### src/mtcr_pkg.sv
// Shared types, constants and helper functions for the min/max trace column rasteriser.
// Used by every module of the block; depends on nothing else.
`timescale 1ns / 1ps
`default_nettype none

package mtcr_pkg;

  localparam int unsigned NUM_COLUMNS_DEF = 84;

  localparam int unsigned COL_W   = 7;
  localparam int unsigned VAL_W   = 16;
  localparam int unsigned AXIS_W  = 15;
  localparam int unsigned RANGE_W = 4;
  localparam int unsigned CFG_W   = 15;
  localparam int unsigned WORD_W  = 32;

  // Rows run from -65534 to +32768; they are held in 18 signed bits.
  localparam int unsigned ROW_W = VAL_W + 2;

  // Division by the intercept uses a 2^24 scaled reciprocal and one correction step.
  localparam int unsigned RECIP_SHIFT = 24;
  localparam int unsigned RECIP_W     = RECIP_SHIFT + 1;
  localparam int unsigned DIV_W       = 10;

  localparam logic signed [VAL_W-1:0] EMPTY_MARK = 16'sd32000;
  localparam logic signed [VAL_W-1:0] HIGH_RESET = -16'sd32000;
  localparam logic [RANGE_W-1:0]      LAST_RANGE = 4'd9;

  typedef enum logic [0:0] {
    REQ_STORE  = 1'b0,
    REQ_RENDER = 1'b1
  } req_e;

  typedef enum logic [0:0] {
    CFG_AXIS_BOTTOM = 1'b0,
    CFG_RANGE_INDEX = 1'b1
  } cfg_reg_e;

  // Tag of one memory read: which render and which half of it.
  typedef struct packed {
    logic             vld;
    logic             prev_ph;
    logic             cursor;
    logic [COL_W-1:0] col;
  } rd_t;

  // Tag carried alongside the row units.
  typedef struct packed {
    logic             vld;
    logic             prev_ph;
    logic             empty;
    logic             cursor;
    logic [COL_W-1:0] col;
  } meta_t;

  function automatic logic [RECIP_W-1:0] recip_of(input logic [RANGE_W-1:0] sel);
    logic [RECIP_W-1:0] r;
    unique case (sel)
      4'd0:    r = 25'd16777216;
      4'd1:    r = 25'd8388608;
      4'd2:    r = 25'd3355443;
      4'd3:    r = 25'd1677721;
      4'd4:    r = 25'd838860;
      4'd5:    r = 25'd335544;
      4'd6:    r = 25'd167772;
      4'd7:    r = 25'd83886;
      4'd8:    r = 25'd41943;
      default: r = 25'd20971;
    endcase
    return r;
  endfunction

  function automatic logic [DIV_W-1:0] intercept_of(input logic [RANGE_W-1:0] sel);
    logic [DIV_W-1:0] d;
    unique case (sel)
      4'd0:    d = 10'd1;
      4'd1:    d = 10'd2;
      4'd2:    d = 10'd5;
      4'd3:    d = 10'd10;
      4'd4:    d = 10'd20;
      4'd5:    d = 10'd50;
      4'd6:    d = 10'd100;
      4'd7:    d = 10'd200;
      4'd8:    d = 10'd400;
      default: d = 10'd800;
    endcase
    return d;
  endfunction

  // Grid dots before bit reversal: dense on every tenth column, sparse on even ones.
  function automatic logic [WORD_W-1:0] grid_dots(input logic [COL_W-1:0] col);
    logic              tenth;
    logic [WORD_W-1:0] w;
    tenth = 1'b0;
    for (int k = 0; k < 13; k++) begin
      if (col == COL_W'(10 * k)) tenth = 1'b1;
    end
    w = tenth ? 32'hAAAA_AAAA : 32'h0;
    if (!col[0]) w = w | 32'h8020_0802;
    return w;
  endfunction

  function automatic logic [WORD_W-1:0] bit_reverse(input logic [WORD_W-1:0] x);
    logic [WORD_W-1:0] r;
    for (int i = 0; i < WORD_W; i++) begin
      r[i] = x[WORD_W-1-i];
    end
    return r;
  endfunction

endpackage

`default_nettype wire

### src/mtcr_row_unit.sv
// Pipelined row calculator: row = (value - axis_bottom) / intercept + 1, truncating.
// Three register stages; uses mtcr_pkg for widths and the range tables.
`timescale 1ns / 1ps
`default_nettype none

module mtcr_row_unit (
  input  logic                               clk_i,
  input  logic signed [mtcr_pkg::VAL_W-1:0]  value_i,
  input  logic [mtcr_pkg::AXIS_W-1:0]        axis_bottom_i,
  input  logic [mtcr_pkg::RANGE_W-1:0]       range_index_i,
  output logic signed [mtcr_pkg::ROW_W-1:0]  row_o
);

  localparam int unsigned VW     = mtcr_pkg::VAL_W;
  localparam int unsigned PROD_W = mtcr_pkg::VAL_W + mtcr_pkg::RECIP_W;
  localparam int unsigned QD_W   = mtcr_pkg::VAL_W + mtcr_pkg::DIV_W;
  localparam int unsigned SH     = mtcr_pkg::RECIP_SHIFT;

  logic [mtcr_pkg::RANGE_W-1:0] sel;
  logic [VW:0]                  diff;
  logic [VW:0]                  neg_diff;
  logic [VW-1:0]                mag_d;
  logic [VW-1:0]                mag_a_q, mag_b_q;
  logic                         neg_a_q, neg_b_q;
  logic [PROD_W-1:0]            prod;
  logic [VW-1:0]                q0_b_q;
  logic [QD_W-1:0]              qd;
  logic [VW:0]                  rem;
  logic [VW:0]                  quot;
  logic [mtcr_pkg::ROW_W-1:0]   row_d;
  logic [mtcr_pkg::ROW_W-1:0]   row_q;
  logic [mtcr_pkg::DIV_W-1:0]   divisor;

  // The user must hold configuration static while items are in flight; not enforced here.
  assign sel     = (range_index_i > mtcr_pkg::LAST_RANGE) ? mtcr_pkg::LAST_RANGE : range_index_i;
  assign divisor = mtcr_pkg::intercept_of(sel);

  // Stage A: signed difference, split into sign and magnitude.
  assign diff     = {value_i[VW-1], value_i} - {2'b00, axis_bottom_i};
  assign neg_diff = -diff;
  assign mag_d    = diff[VW] ? neg_diff[VW-1:0] : diff[VW-1:0];

  always_ff @(posedge clk_i) begin
    mag_a_q <= mag_d;
    neg_a_q <= diff[VW];
  end

  // Stage B: reciprocal estimate, low by at most one.
  assign prod = PROD_W'(mag_a_q) * PROD_W'(mtcr_pkg::recip_of(sel));

  always_ff @(posedge clk_i) begin
    q0_b_q  <= prod[SH+VW-1:SH];
    mag_b_q <= mag_a_q;
    neg_b_q <= neg_a_q;
  end

  // Stage C: remainder check, sign restored, then the one-row offset.
  assign qd   = QD_W'(q0_b_q) * QD_W'(divisor);
  assign rem  = {1'b0, mag_b_q} - qd[VW:0];
  assign quot = (rem >= (VW+1)'(divisor)) ? {1'b0, q0_b_q} + 1'b1 : {1'b0, q0_b_q};
  assign row_d = neg_b_q ? mtcr_pkg::ROW_W'(1) - {1'b0, quot}
                         : {1'b0, quot} + mtcr_pkg::ROW_W'(1);

  always_ff @(posedge clk_i) begin
    row_q <= row_d;
  end

  assign row_o = row_q;

endmodule

`default_nettype wire

### config.mk
export PLATFORM = sky130hd
export DESIGN_NAME = mtcr_row_unit
export DESIGN_NICKNAME = d
export VERILOG_FILES = /design/src/mtcr_pkg.sv /design/src/mtcr_row_unit.sv
export SDC_FILE = /design/constraint.sdc
export NUM_CORES = 1
export LEC_CHECK = 0
export ABC_AREA = 1
export ABC_CLOCK_PERIOD_IN_PS = 11700
export BUFFER_PORTS_ARGS = -buffer_cell sky130_fd_sc_hd__buf_4
export CORE_MARGIN = 10
export CORE_UTILIZATION = 30
export CTS_CLUSTER_DIAMETER = 150
export DETAILED_ROUTE_END_ITERATION = 16
export GPL_TIMING_DRIVEN = 1
export PLACE_DENSITY = 0.45
export SYNTH_ARGS = -nofsm -noshare
export SYNTH_HDL_FRONTEND = slang
export SYNTH_SLANG_ARGS = --single-unit
### constraint.sdc
create_clock -name clk_i -period 11.7 [get_ports clk_i]
set_input_delay 1.17 -clock clk_i [delete_from_list [all_inputs] [get_ports clk_i]]
set_output_delay 1.17 -clock clk_i [all_outputs]
set_load 0.01 [all_outputs]
# ---- Yosys cells after proc, flatten, opt, wreduce, memory -nomap -nowiden
# Memory sizes are Yosys's and may differ from the RTL's.
# Cells that the tools add are included.
dict set report classes {
  add_sub_neg 6
  n_mul 2
  order_cmp 2
  muxes 4
}
# operator n
set ops {}
lappend ops {{$mul 16x25->40} 1}
lappend ops {{$add 17x1->18 const B} 1}
lappend ops {{$mux 18} 1}
lappend ops {{$sub 1x17->18 const A} 1}
lappend ops {{$add 16x1->17 const B} 1}
lappend ops {{$ge 17x10->1} 1}
lappend ops {{$mul 16x10->17} 1}
lappend ops {{$mux 17} 1}
lappend ops {{$sub 16x16->17} 1}
lappend ops {{$sub 16x17->17} 1}
lappend ops {{$mux 16} 1}
lappend ops {{$neg 16->16} 1}
lappend ops {{$gt 4x4->1 const B} 1}
lappend ops {{$mux 4} 1}
dict set report totals {
  regBits 68
  rom_bits 544
  in_bits 36
  n_memories 2
}
# name depth word_bits read_ports rd_ports_with_merged_regs write_ports line_no
set mem_list {}
lappend mem_list {{(name not given)} 16 24 1 0 0 mtcr_pkg.sv:58} ;# unique case (sel)
lappend mem_list {{(name not given)} 16 10 1 0 0 mtcr_pkg.sv:75} ;# unique case (sel)

# ---- Longest topological paths before layout
# An unclocked memory read counts as a cell.
dict set report depth {
  word_depth 9
  ltp_mapped 48
  depth_no_buf 44
}

# ---- Worst setup path before layout
# OpenSTA, ideal clock, no wires.
dict set report synth_path {
  kind {input-to-reg}
  from {input range_index_i[3] (netlist name)}
  to {register row_q, in the netlist row_o[13]}
  setup_ns 0.117
  t_arrival_ns 8.335
  path_slack_ns 3.248
  stages 40
  cell_sequence {buf_6 -> buf_2 -> buf_1 -> a21oi_1 -> inv_1 -> ha_1 -> inv_1 -> nand2_1 -> nand2_1 -> clkbuf_1 -> nor2_1 -> fa_1 -> fa_1 -> fa_1 -> inv_1 -> fa_1 -> inv_1 -> fa_1 -> [... 4 more ...] -> a21oi_1 -> xor2_1 -> ha_1 -> nand2_1 -> nor4b_1 -> nand4_1 -> nor3b_1 -> nand3_1 -> nand3_2 -> buf_6 -> nand2_1 -> nand2_2 -> ha_1 -> nand3_1 -> nor2_4 -> nand2_1 -> o211ai_1 -> nand2_1}
}
dict set report synth_between {
  elab_chain_len 9
  word_cells_on_any_way 10
  cone_classes {3 x add/sub; 1 x mul; 2 x order compare; 3 x mux; 1 x memory}
}
# item line_no
set synth_rtl {}
lappend synth_rtl {{start, declared} mtcr_row_unit.sv:10} ;# input logic [mtcr_pkg::RANGE_W-1:0] range_index_i,
lappend synth_rtl {{$gt 4x4->1} mtcr_row_unit.sv:35} ;# assign sel = (range_index_i > mtcr_pkg::LAST_RANGE) ? mtcr_pkg::LAST_RANGE : range_index_i;
lappend synth_rtl {{$mux 4 (*)} mtcr_row_unit.sv:35}
lappend synth_rtl {{$mem_v2 16x10 (*)} n/a}
lappend synth_rtl {{$mul 16x10->17} mtcr_row_unit.sv:58} ;# assign qd = QD_W'(q0_b_q) * QD_W'(divisor);
lappend synth_rtl {{$sub 16x17->17} mtcr_row_unit.sv:59} ;# assign rem = {1'b0, mag_b_q} - qd[VW:0];
lappend synth_rtl {{$ge 17x10->1 (*)} mtcr_row_unit.sv:60} ;# assign quot = (rem >= (VW+1)'(divisor)) ? {1'b0, q0_b_q} + 1'b1 : {1'b0, q0_b_q};
lappend synth_rtl {{$mux 17 (*)} mtcr_row_unit.sv:60}
lappend synth_rtl {{$add 17x1->18 / $sub 1x17->18 (equally long branches)} {mtcr_row_unit.sv:62, mtcr_row_unit.sv:61}}
lappend synth_rtl {{$mux 18 (*)} mtcr_row_unit.sv:61} ;# assign row_d = neg_b_q ? mtcr_pkg::ROW_W'(1) - {1'b0, quot}
lappend synth_rtl {{net row_d (one bit)} mtcr_row_unit.sv:30} ;# logic [mtcr_pkg::ROW_W-1:0] row_d;
lappend synth_rtl {{end signal, assigned} mtcr_row_unit.sv:65} ;# row_q <= row_d;
lappend synth_rtl {{end, declared} mtcr_row_unit.sv:31} ;# logic [mtcr_pkg::ROW_W-1:0] row_q;
# Mark *: on every way through the listed nets, which the timed path passes. The rest lies on a longest branch.

# ---- Final worst setup path
dict set report layout_path {
  from {input range_index_i[2] (netlist name)}
  to {register row_q, in the netlist row_o[15]}
}
# Same word-level chain as after synthesis.

==> out/metrics.yaml <==
place_congestion: 0.8778
cts_tree: "done"
cp-end-kind: "flip-flop"
wire_per_inst_um: 17.99
worstSetupPathType: "in2reg"
placed_cell_area_um2: 22200
place_hpwl_um: 54210
final_common_cell: "inv_1"
synth_area_um2: 20850
tns_ns: 0
r2r_start: "q0_b_q[4]"
grt_max_degree: 30
seq_area_frac_synth_pct: 6.529
port_buffers: 53
grt_use_total_pct: 16.72
viasPerCell: 4.721
fmax_mhz: 102.6
die_x_um: 283.6
slowest_delay_ns: 0.61
hp-start: "neg_a_q"
cp_num_buf_inv: 8
setup_viol: 0
critical-path-top-delay-family: "simple AND/OR/NAND/NOR gates"
multi_input_area_um2: 16660
die_area_um2: 80450
critPathSlowestCell: "nand3_2"
firstDrtPassIters: 5
cp.arrival_ns: 10.00
synthFlopType: "dfxtp_1"
worst_hold_path_type: "reg2reg"
synthTopCellsByArea: "fa_1 38%, ha_1 12%, inv_1 11%"
synth-async-reset-ratio_pct: 0
first_iter_violations: 1007
start_util_pct: 30.35
yosys_warnings: 0
rows: 96
seqCellArea_um2: 1361
synth_top_area_share_pct: 38.21
crit_fanout: 29
drt-met1-wl_um: 29830
syn_inst: 2740
synth_area_per_cell_um2: 7.609
min_period_ns: 9.744
num_io_pins: 54
core_um2: 68710
status: "finished clean"
hold-worst-slack_ns: 0.4615
grt_pass1_vias: 18620
required_ns: 11.95
maxCapViolations: 0
hold_buffers: 0
layout_common_cells: "630 x inv_1, 588 x nand2_1, 398 x fa_1, 312 x nor2_1, 193 x ha_1"
synth_cell_types: 51
die_h_um: 283.6
cts.sinks: 68
synth_top_area_cell: "fa_1"
slew_viol_final: 0
cts_buffer_depth: 2
grt_pass1_wl_um: 106500
cp-start-kind: "primary input"
wl_met2_um: 31730
max-slew-margin-rel_pct: 31.62
n_antenna_cell: 0
clk_pin_slew_ns: 0.07
drive_gt1_share_pct: 4.995
vias: 17350
path_common_cell: "nand2_1"
crit_start: "range_index_i[2]"
postRouteAntennaNets: 0
insertion_delay_ns: 0.37
postCtsResizedCells: 0
cts.htree.levels: 3
top_layer: "met5"
cts_buffers: 9
stdcell_area_um2: 22480
syn-num-nets: 3367
drc: 0
synth-edff-count: 0
wl_um: 66110
grt.overflow.total: 0
ys_ff_latch: 68
reg2reg_slack_ns: 3.37
worstMarginPinSlew_ns: 1.024
postCtsSetupBuffers: 0
finalHoldViolations: 0
clock_skew_ns: 0.01404
nets: 3366
fillCellCount: 7454
wl_met3_um: 3206
area_growth_pct: 7.831
clock-root-buffer: "clkbuf_16"
period_share_pct: 83.29
rsz0062_at_grt: "no"
antenna_found_initial: 2
Yosys cell counts, types with 3 or more instances:
master,n
a21o_1,9
a21oi_1,87
a31oi_1,7
buf_1,5
buf_2,10
buf_4,3
buf_6,7
clkbuf_1,65
clkinv_1,12
dfxtp_1,68
fa_1,398
ha_1,193
inv_1,630
nand2_1,588
nand2_2,12
nand2_4,3
nand3_1,61
nand3_2,4
nand3b_1,3
nand4_1,44
nor2_1,312
nor2_2,9
nor2_4,3
nor3_1,22
nor3b_1,3
nor4_1,5
o2111ai_1,3
o211ai_1,3
o21ai_0,41
o21ai_1,8
o21bai_1,9
or2_2,3
xnor2_1,15
xor2_1,72
kinds of logic (layout without fill, tap and decap cells):
logic type / Yosys count / after routing / synth area share [%]
flops: 68 / 68 / 6.529
fa+ha+maj: 591 / 591 / 49.80
xor+xnor: 87 / 87 / 3.655
compound gates: 181 / 181 / 4.909
buf+inv: 735 / 738 / 13.62
simple gates: 1078 / 1078 / 21.49
layout make-up:
class / count / share of cell area [%]
inverter: 645 / 10.79
sequential: 68 / 6.055
clock buffer: 11 / 1.035
multi-input combinational: 1937 / 74.11
timing repair buffer: 78 / 2.604
tap: 931 / 5.181
clock inverter: 4 / 0.2282
per-stage QoR:
stage,util (%),instances,setup slack [ns]
after floorplan,-,2740,3.248
after global placement,32.31,3659,1.857
after detailed placement,32.31,3659,1.696
after CTS,32.72,3674,2.048
after global routing,32.72,3674,0.9064
final,32.72,3674,1.956
registers in the layout, indices dropped and copies added (netlist names):
signal	count
mag_b_q	16
row_o	18
mag_a_q	16
neg_b_q	1
neg_a_q	1
q0_b_q	16
worst paths after layout:
path         cells past startpoint         to
max                             43  row_o[15]
min                              0    neg_b_q
max reg2reg                     35  row_o[15]
min reg2reg                      0    neg_b_q
layer usage:
layer,vias up,track usage (%)
met5,-,0
met1,8768,22.46
met2,388,28.47
met3,67,1.513
met4,4,4.243
li1,8118,-
worst register-to-register path: cells and delay by family, from the launching register on:
family	cells	cell delay [ns]
flops	1	0.66
compound gates	4	0.70
simple gates	18	3.00
xor+xnor	1	0.21
buf+inv	5	0.73
fa+ha+maj	7	2.92
Power is left out: the tool's default activity adds up to more than one toggle a clock period on the data nets, which glitch-free logic cannot reach.
